[src/rtl/aesinv_pkg.sv]
// Shared types, codes and GF(2^8) helpers for the AES inverse cipher block.
package aesinv_pkg;

   localparam int WORD_W  = 6;
   localparam int ROUND_W = 4;
   localparam int STEP_W  = 5;
   localparam int PHASE_W = 3;
   localparam int CSR_W   = 3;

   localparam logic [CSR_W-1:0] CSR_KEY_SIZE   = 3'd0;
   localparam logic [CSR_W-1:0] CSR_KEY_PART_0 = 3'd1;
   localparam logic [CSR_W-1:0] CSR_KEY_PART_1 = 3'd2;
   localparam logic [CSR_W-1:0] CSR_KEY_PART_2 = 3'd3;
   localparam logic [CSR_W-1:0] CSR_KEY_PART_3 = 3'd4;

   localparam logic FUNC_LOAD    = 1'b0;
   localparam logic FUNC_DECRYPT = 1'b1;

   localparam logic [1:0] KEY_128 = 2'd0;
   localparam logic [1:0] KEY_192 = 2'd1;

   localparam logic [7:0] RCON_FIRST = 8'h01;
   localparam logic [7:0] GF_POLY    = 8'h1B;

   typedef struct packed {
      logic        func;
      logic [7:0]  sbox_index;
      logic [7:0]  sbox_value;
      logic [63:0] cipher_high;
      logic [63:0] cipher_low;
   } req_type;

   typedef struct packed {
      logic [63:0] plain_high;
      logic [63:0] plain_low;
   } rsp_type;

   typedef enum logic [3:0] {
      ST_IDLE,
      ST_KEY_INIT,
      ST_KX_START,
      ST_KX_SUB,
      ST_KX_WRITE,
      ST_ARK,
      ST_COPY,
      ST_PERM,
      ST_SUB,
      ST_MIX,
      ST_FINISH
   } state_type;

   typedef enum logic [1:0] {
      T_PLAIN,
      T_SUB,
      T_SUB_RCON
   } tsel_type;

   typedef struct packed {
      logic              sbox_we;
      logic              cipher_load;
      logic              rk_we;
      logic              rk_key_word;
      logic [WORD_W-1:0] word_idx;
      logic              kw_load;
      logic              kw_rot;
      logic              fsb_issue;
      tsel_type          t_sel;
      logic              rcon_init;
      logic              rcon_step;
      logic              rk_issue;
      logic [WORD_W-1:0] rk_addr;
      logic              acc_to_state;
      logic              perm;
      logic              isb_issue;
      logic              mix;
      logic              out_load;
   } cmd_type;

   typedef struct packed {
      logic [1:0] key_size;
   } status_type;

   function automatic logic [7:0] xtime(input logic [7:0] b);
      return b[7] ? ({b[6:0], 1'b0} ^ GF_POLY) : {b[6:0], 1'b0};
   endfunction

   function automatic logic [31:0] inv_mix_col(input logic [31:0] w);
      logic [7:0] a [4];
      logic [7:0] x2 [4];
      logic [7:0] x4 [4];
      logic [7:0] x8 [4];
      logic [7:0] m9 [4];
      logic [7:0] mb [4];
      logic [7:0] md [4];
      logic [7:0] me [4];
      for (int r = 0; r < 4; r++) begin
         a[r]  = w[31-8*r -: 8];
         x2[r] = xtime(a[r]);
         x4[r] = xtime(x2[r]);
         x8[r] = xtime(x4[r]);
         m9[r] = x8[r] ^ a[r];
         mb[r] = x8[r] ^ x2[r] ^ a[r];
         md[r] = x8[r] ^ x4[r] ^ a[r];
         me[r] = x8[r] ^ x4[r] ^ x2[r];
      end
      return {me[0] ^ mb[1] ^ md[2] ^ m9[3],
              m9[0] ^ me[1] ^ mb[2] ^ md[3],
              md[0] ^ m9[1] ^ me[2] ^ mb[3],
              mb[0] ^ md[1] ^ m9[2] ^ me[3]};
   endfunction

   function automatic logic [127:0] inv_mix(input logic [127:0] s);
      logic [127:0] t;
      for (int c = 0; c < 4; c++) begin
         t[127-32*c -: 32] = inv_mix_col(s[127-32*c -: 32]);
      end
      return t;
   endfunction

   function automatic logic [127:0] inv_shift(input logic [127:0] s);
      logic [127:0] t;
      for (int c = 0; c < 4; c++) begin
         for (int r = 0; r < 4; r++) begin
            t[127-8*(c*4+r) -: 8] = s[127-8*((((c+4-r)%4)*4)+r) -: 8];
         end
      end
      return t;
   endfunction

endpackage

[src/rtl/aesinv_ctrl.sv]
// Controller: sequences S-box loads, key expansion and decryption rounds.
module aesinv_ctrl import aesinv_pkg::*; (
   input  logic       clock,
   input  logic       reset,
   input  logic       req_valid,
   output logic       req_stall,
   input  logic       req_func,
   output logic       rsp_valid,
   input  logic       rsp_stall,
   input  status_type status,
   output cmd_type    cmd
);

   state_type          state_ff, state_in;
   logic [WORD_W-1:0]  word_ff, word_in;
   logic [PHASE_W-1:0] phase_ff, phase_in;
   logic [ROUND_W-1:0] round_ff, round_in;
   logic [STEP_W-1:0]  step_ff, step_in;
   logic               first_ff, first_in;
   logic               rsp_valid_ff, rsp_valid_in;

   logic [WORD_W-1:0]  nk;
   logic [ROUND_W-1:0] nr;
   logic [WORD_W-1:0]  last_word;
   logic               nk8;
   logic               accept;
   logic               sub_rcon;
   logic               sub_plain;
   logic               out_free;

   always_comb begin
      unique case (status.key_size)
         KEY_128: begin
            nk        = 6'd4;
            nr        = 4'd10;
            last_word = 6'd43;
         end
         KEY_192: begin
            nk        = 6'd6;
            nr        = 4'd12;
            last_word = 6'd51;
         end
         default: begin
            nk        = 6'd8;
            nr        = 4'd14;
            last_word = 6'd59;
         end
      endcase
      nk8       = nk == 6'd8;
      sub_rcon  = phase_ff == 3'd0;
      sub_plain = nk8 && (phase_ff == 3'd4);
   end

   assign req_stall = state_ff != ST_IDLE;
   assign accept    = req_valid && !req_stall;
   assign out_free  = !(rsp_valid_ff && rsp_stall);
   assign rsp_valid = rsp_valid_ff;

   always_comb begin
      state_in = state_ff;
      unique case (state_ff)
         ST_IDLE: begin
            if (accept && req_func == FUNC_DECRYPT) state_in = ST_KEY_INIT;
         end
         ST_KEY_INIT: begin
            if (word_ff == nk - 6'd1) state_in = ST_KX_START;
         end
         ST_KX_START: begin
            state_in = (sub_rcon || sub_plain) ? ST_KX_SUB : ST_KX_WRITE;
         end
         ST_KX_SUB: begin
            if (step_ff == 5'd4) state_in = ST_KX_WRITE;
         end
         ST_KX_WRITE: begin
            state_in = (word_ff == last_word) ? ST_ARK : ST_KX_START;
         end
         ST_ARK: begin
            if (step_ff == 5'd4) begin
               priority if (first_ff) state_in = ST_COPY;
               else if (round_ff == '0) state_in = ST_FINISH;
               else state_in = ST_MIX;
            end
         end
         ST_COPY:   state_in = ST_PERM;
         ST_PERM:   state_in = ST_SUB;
         ST_SUB: begin
            if (step_ff == 5'd16) state_in = ST_ARK;
         end
         ST_MIX:    state_in = ST_PERM;
         ST_FINISH: begin
            if (out_free) state_in = ST_IDLE;
         end
         default:   state_in = ST_IDLE;
      endcase
   end

   always_comb begin
      cmd              = '0;
      cmd.t_sel        = T_PLAIN;
      cmd.word_idx     = word_ff;
      cmd.rk_addr      = {round_ff, step_ff[1:0]};
      cmd.sbox_we      = accept && req_func == FUNC_LOAD;
      cmd.cipher_load  = accept && req_func == FUNC_DECRYPT;
      cmd.rcon_init    = cmd.cipher_load;
      unique case (state_ff)
         ST_KEY_INIT: begin
            cmd.rk_we       = 1'b1;
            cmd.rk_key_word = 1'b1;
         end
         ST_KX_START: begin
            cmd.kw_load = sub_rcon || sub_plain;
            cmd.kw_rot  = sub_rcon;
         end
         ST_KX_SUB:   cmd.fsb_issue = step_ff < 5'd4;
         ST_KX_WRITE: begin
            cmd.rk_we     = 1'b1;
            cmd.rcon_step = sub_rcon;
            priority if (sub_rcon) cmd.t_sel = T_SUB_RCON;
            else if (sub_plain) cmd.t_sel = T_SUB;
            else cmd.t_sel = T_PLAIN;
         end
         ST_ARK:      cmd.rk_issue     = step_ff < 5'd4;
         ST_COPY:     cmd.acc_to_state = 1'b1;
         ST_PERM:     cmd.perm         = 1'b1;
         ST_SUB:      cmd.isb_issue    = step_ff < 5'd16;
         ST_MIX:      cmd.mix          = 1'b1;
         ST_FINISH:   cmd.out_load     = out_free;
         default: ;
      endcase
   end

   always_comb begin
      word_in      = word_ff;
      phase_in     = phase_ff;
      round_in     = round_ff;
      first_in     = first_ff;
      step_in      = (state_in != state_ff) ? '0 : step_ff + 5'd1;
      rsp_valid_in = rsp_valid_ff;
      if (rsp_valid_ff && !rsp_stall) rsp_valid_in = 1'b0;
      if (cmd.out_load) rsp_valid_in = 1'b1;
      unique case (state_ff)
         ST_IDLE:     word_in = '0;
         ST_KEY_INIT: begin
            word_in  = word_ff + 6'd1;
            phase_in = '0;
         end
         ST_KX_WRITE: begin
            word_in  = word_ff + 6'd1;
            phase_in = (phase_ff == PHASE_W'(nk - 6'd1)) ? '0 : phase_ff + 3'd1;
            round_in = nr;
            first_in = 1'b1;
         end
         ST_COPY: begin
            first_in = 1'b0;
            round_in = nr - 4'd1;
         end
         ST_MIX:      round_in = round_ff - 4'd1;
         default: ;
      endcase
   end

   always_ff @(posedge clock) begin
      if (reset) begin
         state_ff     <= ST_IDLE;
         word_ff      <= '0;
         phase_ff     <= '0;
         round_ff     <= '0;
         step_ff      <= '0;
         first_ff     <= 1'b0;
         rsp_valid_ff <= 1'b0;
      end else begin
         state_ff     <= state_in;
         word_ff      <= word_in;
         phase_ff     <= phase_in;
         round_ff     <= round_in;
         step_ff      <= step_in;
         first_ff     <= first_in;
         rsp_valid_ff <= rsp_valid_in;
      end
   end

endmodule

[config.mk]
export PLATFORM = sky130hd
export DESIGN_NAME = aesinv_ctrl
export DESIGN_NICKNAME = d
export VERILOG_FILES = /design/src/rtl/aesinv_pkg.sv /design/src/rtl/aesinv_ctrl.sv
export SDC_FILE = /design/constraint.sdc
export NUM_CORES = 1
export LEC_CHECK = 0
export ABC_AREA = 1
export CAP_MARGIN = 20
export CORE_ASPECT_RATIO = 0.6
export CORE_MARGIN = 2
export CORE_UTILIZATION = 45
export DETAILED_ROUTE_END_ITERATION = 16
export DONT_BUFFER_PORTS = 1
export HOLD_SLACK_MARGIN = 0.15
export PLACE_DENSITY = 0.59
export SLEW_MARGIN = 20
export SYNTH_ARGS = -nofsm -noshare
export SYNTH_HDL_FRONTEND = slang
export SYNTH_SLANG_ARGS = --single-unit
[constraint.sdc]
create_clock -name clock -period 2.2 [get_ports clock]
set_clock_uncertainty 0.15 [all_clocks]
set_input_delay 0.44 -clock clock [delete_from_list [all_inputs] [get_ports clock]]
set_output_delay 0.44 -clock clock [all_outputs]
set_load 0.05 [all_outputs]
==> impl_metrics.env <==
export IMPL_antenna_found_initial=0
export IMPL_clkPwrFrac_pct=29.8
export IMPL_ant_nets=0
export IMPL_cellLeakagePower_nw=1.03
export IMPL_fin_crit_sh_pct=96.4
export IMPL_ys_seq_area_share_pct=26.7
export IMPL_coreArea_um2=3740
export IMPL_yosysWarnings=0
export IMPL_dieHeight_um=53.0
export IMPL_post_synth_num_cell_types=32
export IMPL_slowest_stage="dfxtp_1"
export IMPL_power_density_nw_per_um2=431
export IMPL_die_area_um2=4540
export IMPL_drt_iter0_markers=184
export IMPL_crit_path_start_kind="register"
export IMPL_ys_top_cells_by_count="nand2_1, nor2_1, inv_1, dfxtp_1, nand3_1"
export IMPL_synth_main_ff_cell="dfxtp_1"
export IMPL_cts_root_buf="clkbuf_8"
export IMPL_worst_slew_pin_slew_ns=0.530
export IMPL_cts_buffers=3
export IMPL_end_kind="primary output"
export IMPL_finalNonFillerCells=358
export IMPL_yosys_area_top_type="dfxtp_1"
export IMPL_period_minus_slack_ns=2.12
export IMPL_grt_total_usage_pct=23.1
export IMPL_path_max_fanout=5
export IMPL_grt_max_degree=13
export IMPL_status="finished clean"
export IMPL_synth_nets=300
export IMPL_max_freq_mhz=472
export IMPL_p_sw_w=0.000294
export IMPL_fin_nets=326
export IMPL_worst_hold_path_type="input pin to register"
export IMPL_met2_usage_pct=32.2
export IMPL_num_rows=17
export IMPL_max_slew_margin_pct=64.6
export IMPL_grt_pass1_vias=1646
export IMPL_cp_buffers_inverters=2
export IMPL_intPower_w=0.000620
export IMPL_route_vias_total=1866
export IMPL_dp_hpwl_um=3850
export IMPL_crit_required_ns=1.61
export IMPL_max_stage_delay_ns=0.48
export IMPL_synth_area_top_cells="dfxtp_1, nand2_1, nor2_1"
export IMPL_max_vdd_ir_drop_mv=0.238
export IMPL_wl_per_cell_um=13.6
export IMPL_n_antenna_cell=0
export IMPL_gr_max_usage_layer="met1"
export IMPL_power_frac_comb_pct=20.7
export IMPL_worstPathArrival_ns=1.53
export IMPL_drv_cap=0
export IMPL_synth_area_um2=1800
export IMPL_grt_pass1_wl_um=7910
export IMPL_drtPass1Iterations=4
export IMPL_dp_cells=354
export IMPL_r2r_cells=9
export IMPL_cts_tree="done"
export IMPL_cts_buffer_depth=2
export IMPL_yosysTopAreaCellShare_pct=26.7
export IMPL_vias_per_cell=5.21
export IMPL_path_cells="nand2_2 > nor2_4 > inv_2 > nor2_2 > buf_12"
export IMPL_synth_async_reset_ratio_pct=0
export IMPL_final_cell_area_um2=2120
export IMPL_crit_type="register to primary output"
export IMPL_setup_viol=0
export IMPL_syn_to_final_growth_pct=17.8
export IMPL_initial_utilization_pct=48.1
export IMPL_maxSlewViolCount=0
export IMPL_tns_ns=0
export IMPL_switching_share_pct=32.2
export IMPL_portBuffers=0
export IMPL_placed_area_um2=2050
export IMPL_synth_seq_cells=24
export IMPL_rsz0062_at_grt="no"
export IMPL_holdPathStages=2
export IMPL_power_w=0.000914
export IMPL_cts_max_level=1
export IMPL_clkTransAtPathRegs_ns=0.09
export IMPL_drive_above_1_share_pct=25.1
export IMPL_die_width_um=85.7
export IMPL_path_depth=5
export IMPL_cpLargestDelayFamily="simple AND/OR/NAND/NOR gates"
export IMPL_clkSinkCount=24
export IMPL_synth_edf_count=0
export IMPL_pin_count=38
export IMPL_grt_overflow=0
export IMPL_insertion_delay_ns=0.27
export IMPL_yosysMostFrequentCell="nand2_1"
export IMPL_routabilityCongestion=0.904
export IMPL_use_met3_pct=7.96
export IMPL_syn_mean_instance_area_um2=6.28
export IMPL_final_util_pct=56.7
export IMPL_final_hold_viol_count=0
export IMPL_fillers=388
export IMPL_routed_wl_um=4860
export IMPL_synthCells=287
export IMPL_gr_usage_met1_pct=33.2
export IMPL_seq_power_share_pct=49.5
export IMPL_drc=0
placed cells by master (no fill, tap or decap), drive strengths merged, types with 4 or more instances in the layout:
cell,n
nor2,64
nand2,76
buf,29
ha,6
xor2,6
nand3,21
o21ai,8
inv,36
a21oi,13
nand4,4
dfxtp,24
flip-flops by register name, indices dropped and copies added (netlist names):
name       cells
first_ff       1
phase_ff       3
round_ff       4
rsp_valid      1
state_ff       4
step_ff        5
word_ff        6
timing repair:
action | in CTS | in global routing
endpoints found under the setup margin | 2 | 6
resized for setup | 2 | 6
hold buffers | 1 | 0
hold endpoints to repair | 11 | 0
gates cloned | 0 | 0
buffers inserted | 0 | 0
logic make-up after synthesis:
kind of cell               after synthesis  synth area share, %
adders and majority gates                6                 4.17
xor gates and xnor gates                 8                 3.89
buffers and inverters                   49                 12.6
and+or+nand+nor                        168                 41.7
DFF                                     24                 26.7
AOI/OAI and AO/OA                       32                 11.0
through the flow:
step	setup slack, ns	hold WS, ns
2_1_floorplan	0.0692	0.309
3_3_place_gp	0.172	0.321
3_5_place_dp	0.208	0.318
4_1_cts	0.0261	0.175
5_1_grt	0.00860	0.197
6_report	0.0792	0.174
power by group through the flow:
| stage | Sequential (W) | Clock, W | Combinational [W] |
|---|---|---|---|
| 3_3_place_gp | 0.000462 | 0 | 0.000182 |
| 5_1_grt | 0.000454 | 0.000296 | 0.000206 |
| 3_5_place_dp | 0.000462 | 0 | 0.000182 |
| 6_report | 0.000452 | 0.000272 | 0.000190 |
| 4_1_cts | 0.000453 | 0.000281 | 0.000188 |
| 2_1_floorplan | 0.000469 | 0 | 0.000136 |
worst paths after layout:
check               from           to  slack, ns
min            rsp_stall    rsp_valid       0.17
min reg2reg  phase_ff[0]  phase_ff[0]       0.31
max reg2reg  state_ff[3]  round_ff[2]       0.25
max          state_ff[2]      cmd[12]       0.08
routing by layer:
metal | part of all wire [%] | wire length [µm]
met5 | 0 | 0
met4 | 0.88 | 43
met3 | 12 | 560
met1 | 50 | 2460
met2 | 37 | 1800
area by class of cell:
cell class,instances,area [µm²],share of cell area [%]
clock buffer,3,41.3,1.95
sequential,24,485,22.9
multi-input combinational,214,1120,52.8
inverter,40,163,7.67
tap,47,58.8,2.77
timing repair buffer,30,253,11.9
(Power assumes the default switching activity.)
